**src/sv/hcmf_pkg.sv**
```systemverilog
package hcmf_pkg;

    // default sizes
    localparam int DICT_SIZE_DEF   = 4096;
    localparam int HASH_SIZE_DEF   = 8192;
    localparam int TARGET_SIZE_DEF = 4096;

    localparam int PREFIX_BYTES = 4;
    localparam int WORD_W       = 8 * PREFIX_BYTES;
    localparam int MAX_LEN      = 255;
    localparam int MAX_DISTANCE = 65535;

    // field widths
    localparam int KIND_W     = 2;
    localparam int POS_W      = 12;
    localparam int BYTE_W     = 8;
    localparam int OFF_W      = 12;
    localparam int TLEN_W     = 13;
    localparam int LEN_W      = 8;
    localparam int DLEN_W     = 13;
    localparam int MOD_W      = 14;
    localparam int ITER_W     = 11;
    localparam int CFG_IDX_W  = 2;
    localparam int CFG_DATA_W = 14;

    typedef enum logic [KIND_W-1:0] {
        KIND_DICT_WRITE = 2'd0,
        KIND_INSERT     = 2'd1,
        KIND_TGT_WRITE  = 2'd2,
        KIND_QUERY      = 2'd3
    } kind_t;

    typedef enum logic [CFG_IDX_W-1:0] {
        CFG_DICT_LENGTH  = 2'd0,
        CFG_HASH_MODULUS = 2'd1,
        CFG_ITER_LIMIT   = 2'd2,
        CFG_SAME_BUFFER  = 2'd3
    } cfg_idx_t;

    typedef struct packed {
        kind_t               kind;
        logic [POS_W-1:0]    position;
        logic [BYTE_W-1:0]   byte_value;
        logic [OFF_W-1:0]    target_offset;
        logic [TLEN_W-1:0]   target_length;
    } item_t;

    // front queue head as seen by the back end
    typedef struct packed {
        logic  valid;
        item_t item;
    } fq_t;

    // back end control toward the front
    typedef struct packed {
        logic take;
        logic clearing;
    } back_ctl_t;

    typedef enum logic [3:0] {
        S_CLEAR,
        S_IDLE,
        S_WADDR,
        S_WDATA,
        S_MOD,
        S_MODW,
        S_HRD,
        S_HUSE,
        S_CAND,
        S_BADDR,
        S_BCMP,
        S_NEXT,
        S_LUSE,
        S_RESULT
    } state_t;

endpackage

```
**src/sv/hcmf_front.sv**
```systemverilog
module hcmf_front import hcmf_pkg::*; #(
    parameter int DICT_SIZE   = DICT_SIZE_DEF,
    parameter int TARGET_SIZE = TARGET_SIZE_DEF
) (
    input  logic              clk,
    input  logic              rst_n,
    input  logic              push,
    output logic              full,
    input  logic [KIND_W-1:0] kind,
    input  logic [POS_W-1:0]  position,
    input  logic [BYTE_W-1:0] byte_value,
    input  logic [OFF_W-1:0]  target_offset,
    input  logic [TLEN_W-1:0] target_length,
    input  back_ctl_t         ctl,
    output fq_t               fq
);

    item_t      q_reg [2];
    logic       wr_ptr_reg, wr_ptr_next;
    logic       rd_ptr_reg, rd_ptr_next;
    logic [1:0] cnt_reg, cnt_next;
    logic       drop;
    logic       keep;
    logic       take;
    item_t      item_in;

    assign item_in.kind          = kind_t'(kind);
    assign item_in.position      = position;
    assign item_in.byte_value    = byte_value;
    assign item_in.target_offset = target_offset;
    assign item_in.target_length = target_length;

    // writes and inserts past the store are dropped here
    always_comb
    begin
        unique case (item_in.kind)
            KIND_DICT_WRITE: drop = (32'(position) >= DICT_SIZE);
            KIND_INSERT:     drop = (32'(position) >= DICT_SIZE);
            KIND_TGT_WRITE:  drop = (32'(position) >= TARGET_SIZE);
            KIND_QUERY:      drop = 1'b0;
            default:         drop = 1'b0;
        endcase
    end

    assign full = (cnt_reg == 2'd2) || ctl.clearing;
    assign keep = push && !full && !drop;
    assign take = ctl.take && (cnt_reg != 2'd0);

    assign fq.valid = (cnt_reg != 2'd0);
    assign fq.item  = q_reg[rd_ptr_reg];

    // queue pointers
    always_comb
    begin
        wr_ptr_next = wr_ptr_reg ^ keep;
        rd_ptr_next = rd_ptr_reg ^ take;
        cnt_next    = cnt_reg + {1'b0, keep} - {1'b0, take};
    end

    always_ff @(posedge clk or negedge rst_n)
    begin
        if (!rst_n)
        begin
            wr_ptr_reg <= 1'b0;
            rd_ptr_reg <= 1'b0;
            cnt_reg    <= 2'd0;
        end
        else
        begin
            wr_ptr_reg <= wr_ptr_next;
            rd_ptr_reg <= rd_ptr_next;
            cnt_reg    <= cnt_next;
        end
    end

    // queue slots
    always_ff @(posedge clk)
    begin
        if (keep)
        begin
            q_reg[wr_ptr_reg] <= item_in;
        end
    end

endmodule

```
**config.mk**
```make
export PLATFORM = sky130hd
export DESIGN_NAME = hcmf_front
export DESIGN_NICKNAME = d
export VERILOG_FILES = /design/src/sv/hcmf_pkg.sv /design/src/sv/hcmf_front.sv
export SDC_FILE = /design/constraint.sdc
export NUM_CORES = 1
export LEC_CHECK = 0
export BUFFER_PORTS_ARGS = -buffer_cell sky130_fd_sc_hd__buf_4
export CAP_MARGIN = 10
export CORE_AREA = 2 2 92 94
export CTS_CLUSTER_SIZE = 28
export DETAILED_ROUTE_END_ITERATION = 8
export DIE_AREA = 0 0 94 96
export GPL_ROUTABILITY_DRIVEN = 0
export PLACE_DENSITY = 0.72
export REMOVE_ABC_BUFFERS = 1
export SLEW_MARGIN = 5
export SYNTH_ARGS = -nofsm -noshare
export SYNTH_HDL_FRONTEND = slang
export SYNTH_SLANG_ARGS = --single-unit
export TNS_END_PERCENT = 100
```
**constraint.sdc**
```tcl
create_clock -name clk -period 2.68 [get_ports clk]
set_input_delay 0 -clock clk [delete_from_list [all_inputs] [get_ports clk]]
set_output_delay 0 -clock clk [all_outputs]
set_load 0.01 [all_outputs]
```
# Yosys cells after proc, flatten, opt, wreduce, memory -nomap -nowiden
# Memories as Yosys holds them, arrays and structs flattened.
# Cells that the tools add are included.
op_classes:
  n_addsub: 2
  n_eq_ne: 4
  muxes: 3
  n_bitwise: 2
  reduce_logical: 9
op_table:
  columns: ["cell", "count"]
  rows:
  - ["$eq 2x2->1 const B", 3]
  - ["$reduce_or 4->1", 1]
  - ["$logic_and 1x1->1", 3]
  - ["$mux 1", 3]
  - ["$add 2x1->2", 1]
  - ["$eq 2x1->1 const B", 1]
  - ["$logic_not 1->1", 2]
  - ["$logic_not 2->1", 1]
  - ["$reduce_bool 2->1", 1]
  - ["$sub 2x1->2", 1]
  - ["$xor 1x1->1", 2]
  - ["$logic_or 1x1->1", 1]
word_totals:
  register_bits: 4
  mem_bits_rw: 94
  output_inout_bits: 49
  wordCells: 24
  mem_count: 1
mem_list:
  columns: ["name", "words", "width", "read_ports", "rd_ports_with_merged_regs", "write_ports", "line_no", "source"]
  rows:
  - ["q_reg", 2, 47, 1, 0, 1, "hcmf_front.sv:18", "item_t q_reg [2];"]

# Longest topological paths before layout
logic_depth:
  depth_word: 7
  mapped_depth: 6
  depth_no_buf: 6

# Worst setup path after synthesis
# Ideal clock, no wire load.
synth_timing:
  kind: "register to register"
  startpoint: "register cnt_reg[0]"
  endpoint: "memory q_reg[1][0] in the netlist's numbering (enable)"
  setup_ps: 409
  arrival_time_ps: 1996
  slack_ps: 275
  stages_incl_launch_ff: 4
  path_buffers: 0
  cell_sequence: "dfrtp_1 inv_1 a211oi_1 ha_1"
synth_between:
  elab_chain_len: 7
synth_rtl:
  columns: ["item", "line_no", "source"]
  rows:
  - ["start, declared", "hcmf_front.sv:21", "logic [1:0] cnt_reg, cnt_next;"]
  - ["start signal, assigned", "hcmf_front.sv:72", "cnt_reg <= cnt_next;"]
  - ["$eq 2x2->1", "hcmf_front.sv:45", "assign full = (cnt_reg == 2'd2) || ctl.clearing;"]
  - ["$logic_or 1x1->1", "hcmf_front.sv:45", null]
  - ["$logic_not 1->1", "hcmf_front.sv:46", "assign keep = push && !full && !drop;"]
  - ["$logic_and 1x1->1 (2 in series)", "hcmf_front.sv:46", null]
  - ["$mux 1", "hcmf_front.sv:79", "if (keep)"]
  - ["$mux 1 (not written as such)", "hcmf_front.sv:81", "q_reg[wr_ptr_reg] <= item_in;"]
  - ["end, declared", "hcmf_front.sv:18", null]
# No other way between the ends.

# Worst setup path after layout
layout_timing:
  startpoint: "register cnt_reg[0]"
  endpoint: "memory q_reg[0][28] in the netlist's numbering (enable)"
# The elaborated chain is that of the path after synthesis.

==> impl_metrics.env <==
export IMPL_root_buffer_selected_by_cts="sky130_fd_sc_hd__clkbuf_8"
export IMPL_clock_skew_final_ns=0.0106
export IMPL_period_minus_slack_ns=2.08
export IMPL_syn_area_per_cell_um2=22.3
export IMPL_design_power_total_mw=4.52
export IMPL_grt_total_usage=0.157
export IMPL_netlist_top_cells_area="sky130_fd_sc_hd__edfxtp_1 76%, sky130_fd_sc_hd__mux2_2 8.2%, sky130_fd_sc_hd__mux2_4 8.1%"
export IMPL_setup_total_negative_slack_ns=0
export IMPL_path_clk_slew_ns=0.08
export IMPL_crit_type="reg -> reg"
export IMPL_finalHoldViolations=0
export IMPL_core_rowCount=33
export IMPL_share_of_post_route_cells_with_drive_strength_above_1=0.511
export IMPL_drt_pass1_iterations=4
export IMPL_cts_tree="done"
export IMPL_antenna_violating_nets_post_route=0
export IMPL_critPathMaxFanout=36
export IMPL_vias=2040
export IMPL_dp_hpwl_mm=4.25
export IMPL_count_of_inserted_antenna_diode_cells=0
export IMPL_finalHoldWorstSlack_ns=0.150
export IMPL_io_buffer_count=100
export IMPL_cts_htree_levels=3
export IMPL_tightest_slew_ns=0.537
export IMPL_die_area_um2=9020
export IMPL_cp_cell_sequence="inv_1 -> a211oi_1 -> ha_2 -> buf_12"
export IMPL_crit_path_top_delay_cell="sky130_fd_sc_hd__ha_2"
export IMPL_fmax_mhz=481
export IMPL_cts_buffers=9
export IMPL_slowest_delay_ns=0.52
export IMPL_setup_violations_final=0
export IMPL_synth_seq_area_share=0.791
export IMPL_final_net_count=381
export IMPL_worst_case_clock_buffer_depth=2
export IMPL_p_leak_nw=2.06
export IMPL_wire_length_of_the_first_global_routing_pass_mm=10.4
export IMPL_largest_net_degree_at_the_start_of_global_routing=42
export IMPL_detail_route_iter0_violations=70
export IMPL_critical_path_required_ns=2.72
export IMPL_worstPathArrival_ns=2.12
export IMPL_syn_instance_count=166
export IMPL_drc=0
export IMPL_initial_utilization=0.459
export IMPL_ios=101
export IMPL_vias_per_cell=4.70
export IMPL_yosys_top_cells_count="94 x sky130_fd_sc_hd__edfxtp_1, 27 x sky130_fd_sc_hd__mux2_2, 20 x sky130_fd_sc_hd__mux2_4, 5 x sky130_fd_sc_hd__inv_1"
export IMPL_detail_route_wl_per_cell_um=15.6
export IMPL_critical_path_top_delay_family="adder cells"
export IMPL_synth_seq_cells=98
export IMPL_die_width_um=94
export IMPL_grt_pass1_vias=2181
export IMPL_synth_main_ff_cell="sky130_fd_sc_hd__edfxtp_1"
export IMPL_critical_path_n_buffers_inverters=2
export IMPL_post_synth_num_cell_types=14
export IMPL_async_flop_share=0.0408
export IMPL_synth_edf_count=94
export IMPL_slew_limit_headroom=0.640
export IMPL_run_status="finished clean"
export IMPL_fin_crit_sh=0.776
export IMPL_max_cap_viol_count=0
export IMPL_final_core_utilization=0.659
export IMPL_fill_cells=554
export IMPL_postRouteWirelength_mm=6.75
export IMPL_max_slew_vio_count=0
export IMPL_number_of_flip_flops_in_the_largest_register=94
export IMPL_yosysTopAreaCellShare=0.764
export IMPL_growth_of_design_area_from_synthesis_to_finish_pct=43.7
export IMPL_dieHeight_um=96
export IMPL_cts_sink_count=98
export IMPL_critPathCaptureType="flip-flop"
export IMPL_synthDominantAreaCellType="sky130_fd_sc_hd__edfxtp_1"
export IMPL_placeableCoreArea_um2=8050
export IMPL_synth_warning_count=0
export IMPL_clk_latency_ns=0.35
export IMPL_antenna_found_initial=0
export IMPL_worstSetupStartpointType="flip-flop"
export IMPL_count_of_buffers_added_by_post_cts_timing_repair_for_setup=0
export IMPL_power_ir_vdd_worst_mv=0.540
export IMPL_yosysMostFrequentCell="sky130_fd_sc_hd__edfxtp_1"
export IMPL_rsz0062_at_grt="false"
export IMPL_mapped_area_um2=3690
export IMPL_grt_remaining_overflow=0
export IMPL_pwr_density_cell_nw_per_um2=851
export IMPL_min_path_type="in -> reg"
-- logic make-up (layout without fill, tap and decap cells) --
family	after synthesis	count (layout)	share of synthesized area
flops	98	98	0.791
mux	47	47	0.164
buf+inv	10	173	0.0169
fa+ha+maj	4	4	0.0135
compound gates	3	3	0.00610
xor+xnor	3	3	0.00711
simple gates	1	1	0.00169
-- through the flow --
| stage | instance area (µm²) | setup slack, ns | instances |
|---|---|---|---|
| floorplan | 3650 | 0.275 | 161 |
| global placement | 4600 | 0.783 | 369 |
| detailed placement | 4600 | 0.639 | 369 |
| CTS | 5310 | 0.634 | 434 |
| global route | 5310 | 0.462 | 434 |
| finish | 5310 | 0.600 | 434 |
-- power by group --
group          total (mW)  switching, mW  internal (mW)
sequential           1.99         0.0820           1.91
clock               0.986          0.467          0.519
combinational        1.54          0.668          0.871
total                4.52           1.22           3.30
-- placed cells by master, fill, tap and decap left out --
| master | instances |
|---|---|
| sky130_fd_sc_hd__a211oi_1 | 1 |
| sky130_fd_sc_hd__a21o_1 | 1 |
| sky130_fd_sc_hd__buf_12 | 3 |
| sky130_fd_sc_hd__buf_4 | 100 |
| sky130_fd_sc_hd__bufinv_16 | 2 |
| sky130_fd_sc_hd__clkbuf_1 | 1 |
| sky130_fd_sc_hd__clkbuf_8 | 9 |
| sky130_fd_sc_hd__clkinv_2 | 1 |
| sky130_fd_sc_hd__clkinvlp_4 | 2 |
| sky130_fd_sc_hd__dfrtp_1 | 3 |
| sky130_fd_sc_hd__dfrtp_2 | 1 |
| sky130_fd_sc_hd__dlygate4sd3_1 | 50 |
| sky130_fd_sc_hd__edfxtp_1 | 94 |
| sky130_fd_sc_hd__ha_1 | 2 |
| sky130_fd_sc_hd__ha_2 | 2 |
| sky130_fd_sc_hd__inv_1 | 5 |
| sky130_fd_sc_hd__mux2_2 | 27 |
| sky130_fd_sc_hd__mux2_4 | 20 |
| sky130_fd_sc_hd__o21a_1 | 1 |
| sky130_fd_sc_hd__or2_2 | 1 |
| sky130_fd_sc_hd__xnor2_1 | 2 |
| sky130_fd_sc_hd__xor2_1 | 1 |
-- repair_timing --
| action | CTS | global route |
|---|---|---|
| setup endpoints to repair | 0 | 0 |
| resized for setup | 0 | 0 |
| hold buffers | 50 | 0 |
| hold endpoints to repair | 99 | 0 |
-- routing by layer --
| layer | wire length [µm] | global-route usage | part of all wire |
|---|---|---|---|
| met4 | 124 | 0.0640 | 0.018 |
| met3 | 486 | 0.0446 | 0.072 |
| met2 | 3370 | 0.276 | 0.50 |
| met5 | 0 | 0 | 0 |
| met1 | 2760 | 0.182 | 0.41 |
-- final timing paths --
kind / startpoint / to / slack (ns) / cells after the start
worst max-delay path: cnt_reg[0] / q_reg[0][28] / 0.60 / 4
worst min-delay path: ctl[0] / cnt_reg[0] / 0.15 / 3
worst max register to register: cnt_reg[0] / q_reg[0][28] / 0.60 / 4
worst min register to register: cnt_reg[1] / cnt_reg[1] / 0.56 / 1
max in group asynchronous: rst_n / rd_ptr_reg / 1.93 / 3
min in group asynchronous: rst_n / cnt_reg[1] / 0.55 / 3
-- worst register-to-register path: stages (launching register included) --
cell and delay (ns):
sky130_fd_sc_hd__dfrtp_1 0.38, sky130_fd_sc_hd__inv_1 0.08, sky130_fd_sc_hd__a211oi_1 0.50, sky130_fd_sc_hd__ha_2 0.52
sky130_fd_sc_hd__buf_12 0.27
-- layout make-up --
class                           count  area [µm²]  area share
Clock buffer                       10         128      0.0240
Clock inverter                      5        80.1      0.0151
Inverter                            5        18.8     0.00354
Multi-Input combinational cell     58         714       0.135
Sequential cell                    98        2920       0.551
Tap cell                          105         131      0.0248
Timing Repair Buffer              153        1310       0.247
Note: power is estimated with default switching activity, not from simulation.
